**config.mk**
```make
export PLATFORM = sky130hd
export DESIGN_NAME = modified_utf8_decoder_unit
export DESIGN_NICKNAME = d
export VERILOG_FILES = /design/src/rtl/core/mu8d_pkg.sv /design/src/rtl/core/mu8d_step.sv /design/src/rtl/core/modified_utf8_decoder_unit.sv
export SDC_FILE = /design/constraint.sdc
export NUM_CORES = 1
export LEC_CHECK = 0
export BUFFER_PORTS_ARGS = -buffer_cell sky130_fd_sc_hd__buf_2
export CORE_AREA = 2 2 64 82
export DETAILED_ROUTE_END_ITERATION = 10
export DIE_AREA = 0 0 66 84
export HOLD_SLACK_MARGIN = 0.08
export PLACE_DENSITY = 0.77
export REMOVE_ABC_BUFFERS = 1
export SLEW_MARGIN = 10
export SYNTH_ARGS = -nofsm -noshare
export SYNTH_HDL_FRONTEND = slang
export SYNTH_SLANG_ARGS = --single-unit
```
**constraint.sdc**
```tcl
create_clock -name clock -period 4.5 [get_ports clock]
set_input_delay 0.9 -clock clock [delete_from_list [all_inputs] [get_ports clock]]
set_output_delay 0.9 -clock clock [all_outputs]
set_load 0.03 [all_outputs]
```
**src/rtl/core/mu8d_pkg.sv**
```systemverilog
package mu8d_pkg;

   // field widths
   localparam int unsigned ByteWidth  = 8;
   localparam int unsigned CpWidth    = 21;
   localparam int unsigned LenWidth   = 3;
   localparam int unsigned DataWidth  = 24;

   // sequence lengths, zero means no sequence open
   localparam logic [LenWidth-1:0] LenNone      = 3'd0;
   localparam logic [LenWidth-1:0] LenTwo       = 3'd2;
   localparam logic [LenWidth-1:0] LenThree     = 3'd3;
   localparam logic [LenWidth-1:0] LenSurrogate = 3'd6;

   // byte positions inside an open sequence
   localparam logic [LenWidth-1:0] PosFirst  = 3'd1;
   localparam logic [LenWidth-1:0] PosSecond = 3'd2;
   localparam logic [LenWidth-1:0] PosFourth = 3'd4;
   localparam logic [LenWidth-1:0] PosFifth  = 3'd5;

   // special byte values
   localparam logic [ByteWidth-1:0] SurrogateLead = 8'hED;
   localparam logic [CpWidth-1:0]   SupplBase     = 21'h010000;

   // decoder state between words
   typedef struct packed {
      logic [LenWidth-1:0] seq_len;
      logic [LenWidth-1:0] seen;
      logic [CpWidth-1:0]  partial;
   } dec_state_type;

   // one decoded result
   typedef struct packed {
      logic               emit;
      logic [CpWidth-1:0] code_point;
      logic               truncated;
      logic               last;
   } dec_result_type;

endpackage

```
**src/rtl/core/mu8d_step.sv**
```systemverilog
module mu8d_step
   import mu8d_pkg::*;
(
   input  dec_state_type        state_cur,
   input  logic [ByteWidth-1:0] data_byte,
   input  logic                 end_of_string,
   output dec_state_type        state_nxt,
   output dec_result_type       result
);

   dec_state_type upd;
   logic          done;

   // lead byte picks the length, continuation bytes fold into the value
   always_comb begin
      upd = state_cur;
      if (state_cur.seq_len == LenNone) begin
         upd.seen = PosFirst;
         if (!data_byte[5]) begin
            upd.seq_len = LenTwo;
            upd.partial = {10'd0, data_byte[4:0], 6'd0};
         end else if (data_byte == SurrogateLead) begin
            upd.seq_len = LenSurrogate;
            upd.partial = SupplBase;
         end else begin
            upd.seq_len = LenThree;
            upd.partial = {5'd0, data_byte[3:0], 12'd0};
         end
      end else begin
         upd.seen = state_cur.seen + 3'd1;
         if (state_cur.seq_len == LenSurrogate) begin
            unique case (state_cur.seen)
               PosFirst:  upd.partial = state_cur.partial + {1'b0, data_byte[3:0], 16'd0};
               PosSecond: upd.partial = state_cur.partial | {5'd0, data_byte[5:0], 10'd0};
               PosFourth: upd.partial = state_cur.partial | {11'd0, data_byte[3:0], 6'd0};
               PosFifth:  upd.partial = state_cur.partial | {15'd0, data_byte[5:0]};
               default:   upd.partial = state_cur.partial;
            endcase
         end else if (state_cur.seq_len == LenThree && state_cur.seen == PosFirst) begin
            upd.partial = state_cur.partial | {9'd0, data_byte[5:0], 6'd0};
         end else begin
            upd.partial = state_cur.partial | {15'd0, data_byte[5:0]};
         end
      end
   end

   assign done = upd.seen >= upd.seq_len;

   // single byte, completed sequence, cut-off sequence or nothing
   always_comb begin
      state_nxt         = '0;
      result.emit       = 1'b1;
      result.code_point = '0;
      result.truncated  = 1'b0;
      result.last       = end_of_string;
      if (state_cur.seq_len == LenNone && !data_byte[7]) begin
         result.code_point = {13'd0, data_byte};
      end else if (done) begin
         result.code_point = upd.partial;
      end else if (end_of_string) begin
         result.truncated = 1'b1;
      end else begin
         result.emit = 1'b0;
         state_nxt   = upd;
      end
   end

endmodule

```
**src/rtl/core/modified_utf8_decoder_unit.sv**
```systemverilog
// decoder for the modified utf-8 strings of class files, one byte per word
// req channel: req_tdata carries one encoded byte, req_tlast marks the last
// byte of a string. rsp channel: rsp_tdata carries the code point, rsp_tuser
// flags a string that ended inside a multi-byte sequence (code point zero),
// rsp_tlast marks the result caused by the last byte of the string.
// a lead byte below 0x80 is a whole character, other leads open a sequence
// of two, three or six (surrogate pair) bytes; a code point leaves once its
// final byte is in. bytes that neither finish a sequence nor end a string
// give no result.
// the result of an accepted byte is registered in the single result register,
// which holds each code point until the receiver takes it; one byte is taken
// every cycle unless a result waits on a stalled receiver.
// while rsp_tready is low and a result waits, req_tready drops; a new byte
// is taken in the same cycle that the waiting result leaves.
// reset clears the open sequence and the result valid flag; no byte is
// taken while reset is high.
module modified_utf8_decoder_unit
   import mu8d_pkg::*;
(
   input  logic                 clock,
   input  logic                 reset,
   input  logic                 req_tvalid,
   output logic                 req_tready,
   input  logic [ByteWidth-1:0] req_tdata,   // [7:0] data_byte
   input  logic                 req_tlast,
   output logic                 rsp_tvalid,
   input  logic                 rsp_tready,
   output logic [DataWidth-1:0] rsp_tdata,   // [20:0] code_point, [23:21] zero
   output logic                 rsp_tuser,   // [0] truncated
   output logic                 rsp_tlast
);

   dec_state_type  state_ff, state_in;
   dec_result_type result;
   logic           rsp_valid_ff, rsp_valid_in;
   logic [CpWidth-1:0] cp_ff, cp_in;
   logic           trunc_ff, trunc_in;
   logic           last_ff, last_in;
   logic           accept;

   assign req_tready = !reset && (!rsp_valid_ff || rsp_tready);
   assign accept     = req_tvalid && req_tready;

   mu8d_step u_step (
      .state_cur     (state_ff),
      .data_byte     (req_tdata),
      .end_of_string (req_tlast),
      .state_nxt     (state_in),
      .result        (result)
   );

   // result register next values
   always_comb begin
      rsp_valid_in = rsp_valid_ff && !rsp_tready;
      cp_in        = cp_ff;
      trunc_in     = trunc_ff;
      last_in      = last_ff;
      if (accept && result.emit) begin
         rsp_valid_in = 1'b1;
         cp_in        = result.code_point;
         trunc_in     = result.truncated;
         last_in      = result.last;
      end
   end

   // control state
   always_ff @(posedge clock) begin
      if (reset) begin
         state_ff     <= '0;
         rsp_valid_ff <= 1'b0;
      end else begin
         rsp_valid_ff <= rsp_valid_in;
         if (accept) begin
            state_ff <= state_in;
         end
      end
   end

   // payload
   always_ff @(posedge clock) begin
      cp_ff    <= cp_in;
      trunc_ff <= trunc_in;
      last_ff  <= last_in;
   end

   assign rsp_tvalid = rsp_valid_ff;
   assign rsp_tdata  = {3'd0, cp_ff};
   assign rsp_tuser  = trunc_ff;
   assign rsp_tlast  = last_ff;

   // a cut-off string gives a zero code point and ends the string
   a_trunc_zero: assert property (@(posedge clock) disable iff (reset)
      rsp_valid_ff && trunc_ff |-> cp_ff == '0 && last_ff)
      else $error("truncated result with nonzero code point or no last");

   // the last byte of a string always leaves no sequence open
   a_last_clears: assert property (@(posedge clock) disable iff (reset)
      accept && req_tlast |=> state_ff.seq_len == LenNone)
      else $error("sequence still open after end of string");

   // the last byte of a string always yields a result
   a_last_emits: assert property (@(posedge clock) disable iff (reset)
      accept && req_tlast |=> rsp_valid_ff && last_ff)
      else $error("end of string without a result");

   // an open sequence has seen fewer bytes than its length
   a_seen_range: assert property (@(posedge clock) disable iff (reset)
      state_ff.seq_len != LenNone |-> state_ff.seen != '0 && state_ff.seen < state_ff.seq_len)
      else $error("byte count out of range");

   // no sequence open means no bytes counted
   a_idle_clear: assert property (@(posedge clock) disable iff (reset)
      state_ff.seq_len == LenNone |-> state_ff.seen == '0)
      else $error("byte count without open sequence");

endmodule

```
==> results.json <==
{
  "rsz0062_at_grt": "no",
  "synth_compound_area_share_pct": 21.1,
  "hp-start": "state_ff[14]$_SDFFE_PP0P_",
  "critPathCaptureType": "flop",
  "grt_max_degree": 22,
  "num_vias": 2142,
  "first_iter_violations": 216,
  "clock.fmax_mhz": 270,
  "yosys_warnings": 0,
  "drive_gt1_share_pct": 19.5,
  "met2_usage_pct": 37.6,
  "synthArstFlopShare_pct": 0,
  "synth_edf_count": 23,
  "grt_util_met1_pct": 32.0,
  "synth-seq-cells": 51,
  "worst_clock_skew_ns": 0.00842,
  "slew_headroom_pct": 45.8,
  "maxSlewViolCount": 0,
  "crit_buf_inv": 1,
  "cts-buffers-inserted": 5,
  "synthXorXnorAreaFrac_pct": 1.35,
  "worst_pin_slew_ns": 0.813,
  "antenna_found_initial": 0,
  "postCtsResizedCells": 0,
  "leakagePower_nw": 1.15,
  "synth_top_family_by_area": "compound AO/OA/AOI/OAI gates",
  "cts_root_buffer": "clkbuf_8",
  "hold_violations": 0,
  "worstReg2RegStart": "state_ff[24]$_SDFFE_PP0P_",
  "post-route-min-period_ns": 3.70,
  "final_nets": 318,
  "fin_crit_sh_pct": 82.3,
  "synth_seq_area_share_pct": 48.1,
  "viasPerCell": 6.03,
  "grt_pass1_wl_um": 10000,
  "start_util_pct": 53.5,
  "cap_violations": 0,
  "overflow": 0,
  "cts_buffer_depth": 2,
  "hold_path_class": "reg -> reg",
  "slowest_stage": "or4b_4",
  "cts_tree": "yes",
  "crit_path_max_incr_delay_ns": 0.57,
  "grt_usage_pct": 23.5,
  "synthSimpleGateAreaFrac_pct": 18.7,
  "cp.arrival_ns": 3.92,
  "synth_ff_type": "dfxtp_1",
  "synthAdderAreaFrac_pct": 6.06,
  "diodes": 0,
  "synthCells": 261,
  "ant_nets": 0,
  "power_density_mw_per_mm2": 326,
  "synth_cell_types": 56,
  "path_cells": "buf_2 > nand4b_1 > or4b_4 > nor2_1 > nor2_1 > ha_1 > a21o_1 > a311oi_2 > and3_1 > a21oi_1 > a211oi_1",
  "grt_pass1_vias": 1969,
  "drc": 0,
  "die_w_um": 66,
  "cts.sink_count": 51,
  "netlist_area_mm2": 0.00260,
  "required_ns": 4.72,
  "cts.clk_slew.worst_paths_ns": 0.09,
  "place_area_mm2": 0.00281,
  "port_buffers": 37,
  "wl_per_cell_um": 17.0,
  "start_kind": "input port",
  "drt-pass1-iter-count": 4,
  "die-area_mm2": 0.00554,
  "cp_max_fo": 12,
  "die_height_um": 84,
  "wl_um": 6040,
  "dp_hpwl_um": 4370,
  "boundaryPins": 41,
  "cp_top_family": "simple AND/OR/NAND/NOR gates",
  "vdd_ir_drop_max_mv": 0.141,
  "busiest_layer": "met2",
  "rows": 29,
  "final_cell_area_mm2": 0.00292,
  "cp_common_cell": "nor2_1",
  "tns_ns": 0,
  "synth_area_per_cell_um2": 9.97,
  "gp_congestion": 0.918,
  "status": "completed",
  "use_met3_pct": 3.51,
  "crit_type": "in -> reg",
  "post_cts_buffers": 0,
  "critPathLaunch": "req_tdata[5]",
  "synthMuxAreaShare_pct": 0.433,
  "core_mm2": 0.00486,
  "setup_viol": 0,
  "clk_latency_ns": 0.31,
  "htree_levels": 2,
  "hold_buffers": 0,
  "syn_to_final_growth_pct": 12.3
}
==> per-layer routing <==
| metal | part of all wire (%) | vias up |
|---|---|---|
| li1 | - | 1025 |
| met1 | 41 | 1011 |
| met2 | 51 | 96 |
| met4 | 1.8 | 0 |
| met5 | 0 | - |
| met3 | 6.5 | 10 |
==> placed cells by master (no fill, tap or decap), types with 5 or more instances in the layout <==
cell | synthesis | final
edfxtp_1 | 23 | 23
nand2_1 | 24 | 24
a21oi_1 | 19 | 18
nor2_1 | 24 | 24
and2_1 | 7 | 7
buf_2 | 4 | 37
o21ai_0 | 7 | 7
inv_1 | 8 | 8
dfxtp_1 | 28 | 28
a31oi_1 | 6 | 6
nor3_1 | 5 | 5
a22o_1 | 15 | 15
a21o_1 | 5 | 5
ha_1 | 11 | 11
clkbuf_8 | 0 | 5
==> where the power goes <==
group          switching [mW]  internal, mW  total [mW]
sequential            0.00789         0.498       0.506
clock                   0.148         0.163       0.310
combinational          0.0954        0.0401       0.136
total                   0.251         0.700       0.952
==> synth_stat cells, drive strengths merged (4+ instances only) <==
| cell | number | area [µm²] |
|---|---|---|
| a21o | 5 | 37.5 |
| nor2b | 4 | 25.0 |
| a22o | 15 | 131 |
| o21ai | 11 | 55.1 |
| dfxtp | 28 | 561 |
| buf | 9 | 50.1 |
| inv | 8 | 30.0 |
| nor2 | 24 | 90.1 |
| a31oi | 6 | 37.5 |
| nor3 | 5 | 25.0 |
| edfxtp | 23 | 691 |
| nand3 | 4 | 20.0 |
| clkbuf | 7 | 26.3 |
| ha | 11 | 138 |
| and2 | 7 | 43.8 |
| nand2 | 24 | 90.1 |
| a21oi | 19 | 95.1 |
==> through the flow <==
step / hold slack (ns) / total power [mW] / std cells / utilization, % / worst slack (ns)
2_1_floorplan: 0.429 / 0.602 / 247 / - / 0.442
3_3_place_gp: 0.439 / 0.647 / 348 / 57.9 / 0.633
3_5_place_dp: 0.445 / 0.650 / 348 / 57.9 / 0.538
4_1_cts: 0.458 / 0.952 / 355 / 60.1 / 0.843
5_1_grt: 0.495 / 0.987 / 355 / 60.1 / 0.558
6_report: 0.458 / 0.952 / 355 / 60.1 / 0.798
==> sequential cells by signal, summed over array words and instances (netlist names) <==
register,count
cp_ff,21
rsp_tlast,1
rsp_tuser,1
rsp_tvalid,1
state_ff,27
==> tightest hold or removal path: cells and delay by family, from the launching register on <==
| kind | cells | cell delay, ns |
|---|---|---|
| simple gates | 1 | 0.05 |
| flops | 1 | 0.32 |
| compound gates | 1 | 0.05 |
==> cell type report <==
| cell class | count | area [µm²] |
|---|---|---|
| Clock inverter | 2 | 37.5 |
| Inverter | 8 | 30.0 |
| Multi-Input combinational cell | 188 | 1250 |
| Fill cell | 437 | 1940 |
| Tap cell | 62 | 77.6 |
| Clock buffer | 5 | 68.8 |
| Sequential cell | 51 | 1250 |
| Timing Repair Buffer | 39 | 200 |
==> final timing paths <==
check / cells past startpoint / end / slack [ns]
hold / removal: 2 / state_ff[14]$_SDFFE_PP0P_ / 0.46
setup reg to reg: 9 / state_ff[7]$_SDFFE_PP0P_ / 1.04
hold reg to reg: 2 / state_ff[14]$_SDFFE_PP0P_ / 0.46
setup / recovery: 11 / state_ff[7]$_SDFFE_PP0P_ / 0.80
==> logic make-up (layout without fill, tap and decap cells) <==
group,after synthesis,after routing
buf+inv,24,54
mux,1,1
simple gates,89,89
flops,51,51
fa+ha+maj,12,12
compound gates,79,79
other cells,1,3
xor+xnor,4,4
Power figures use the tool's default switching activity.
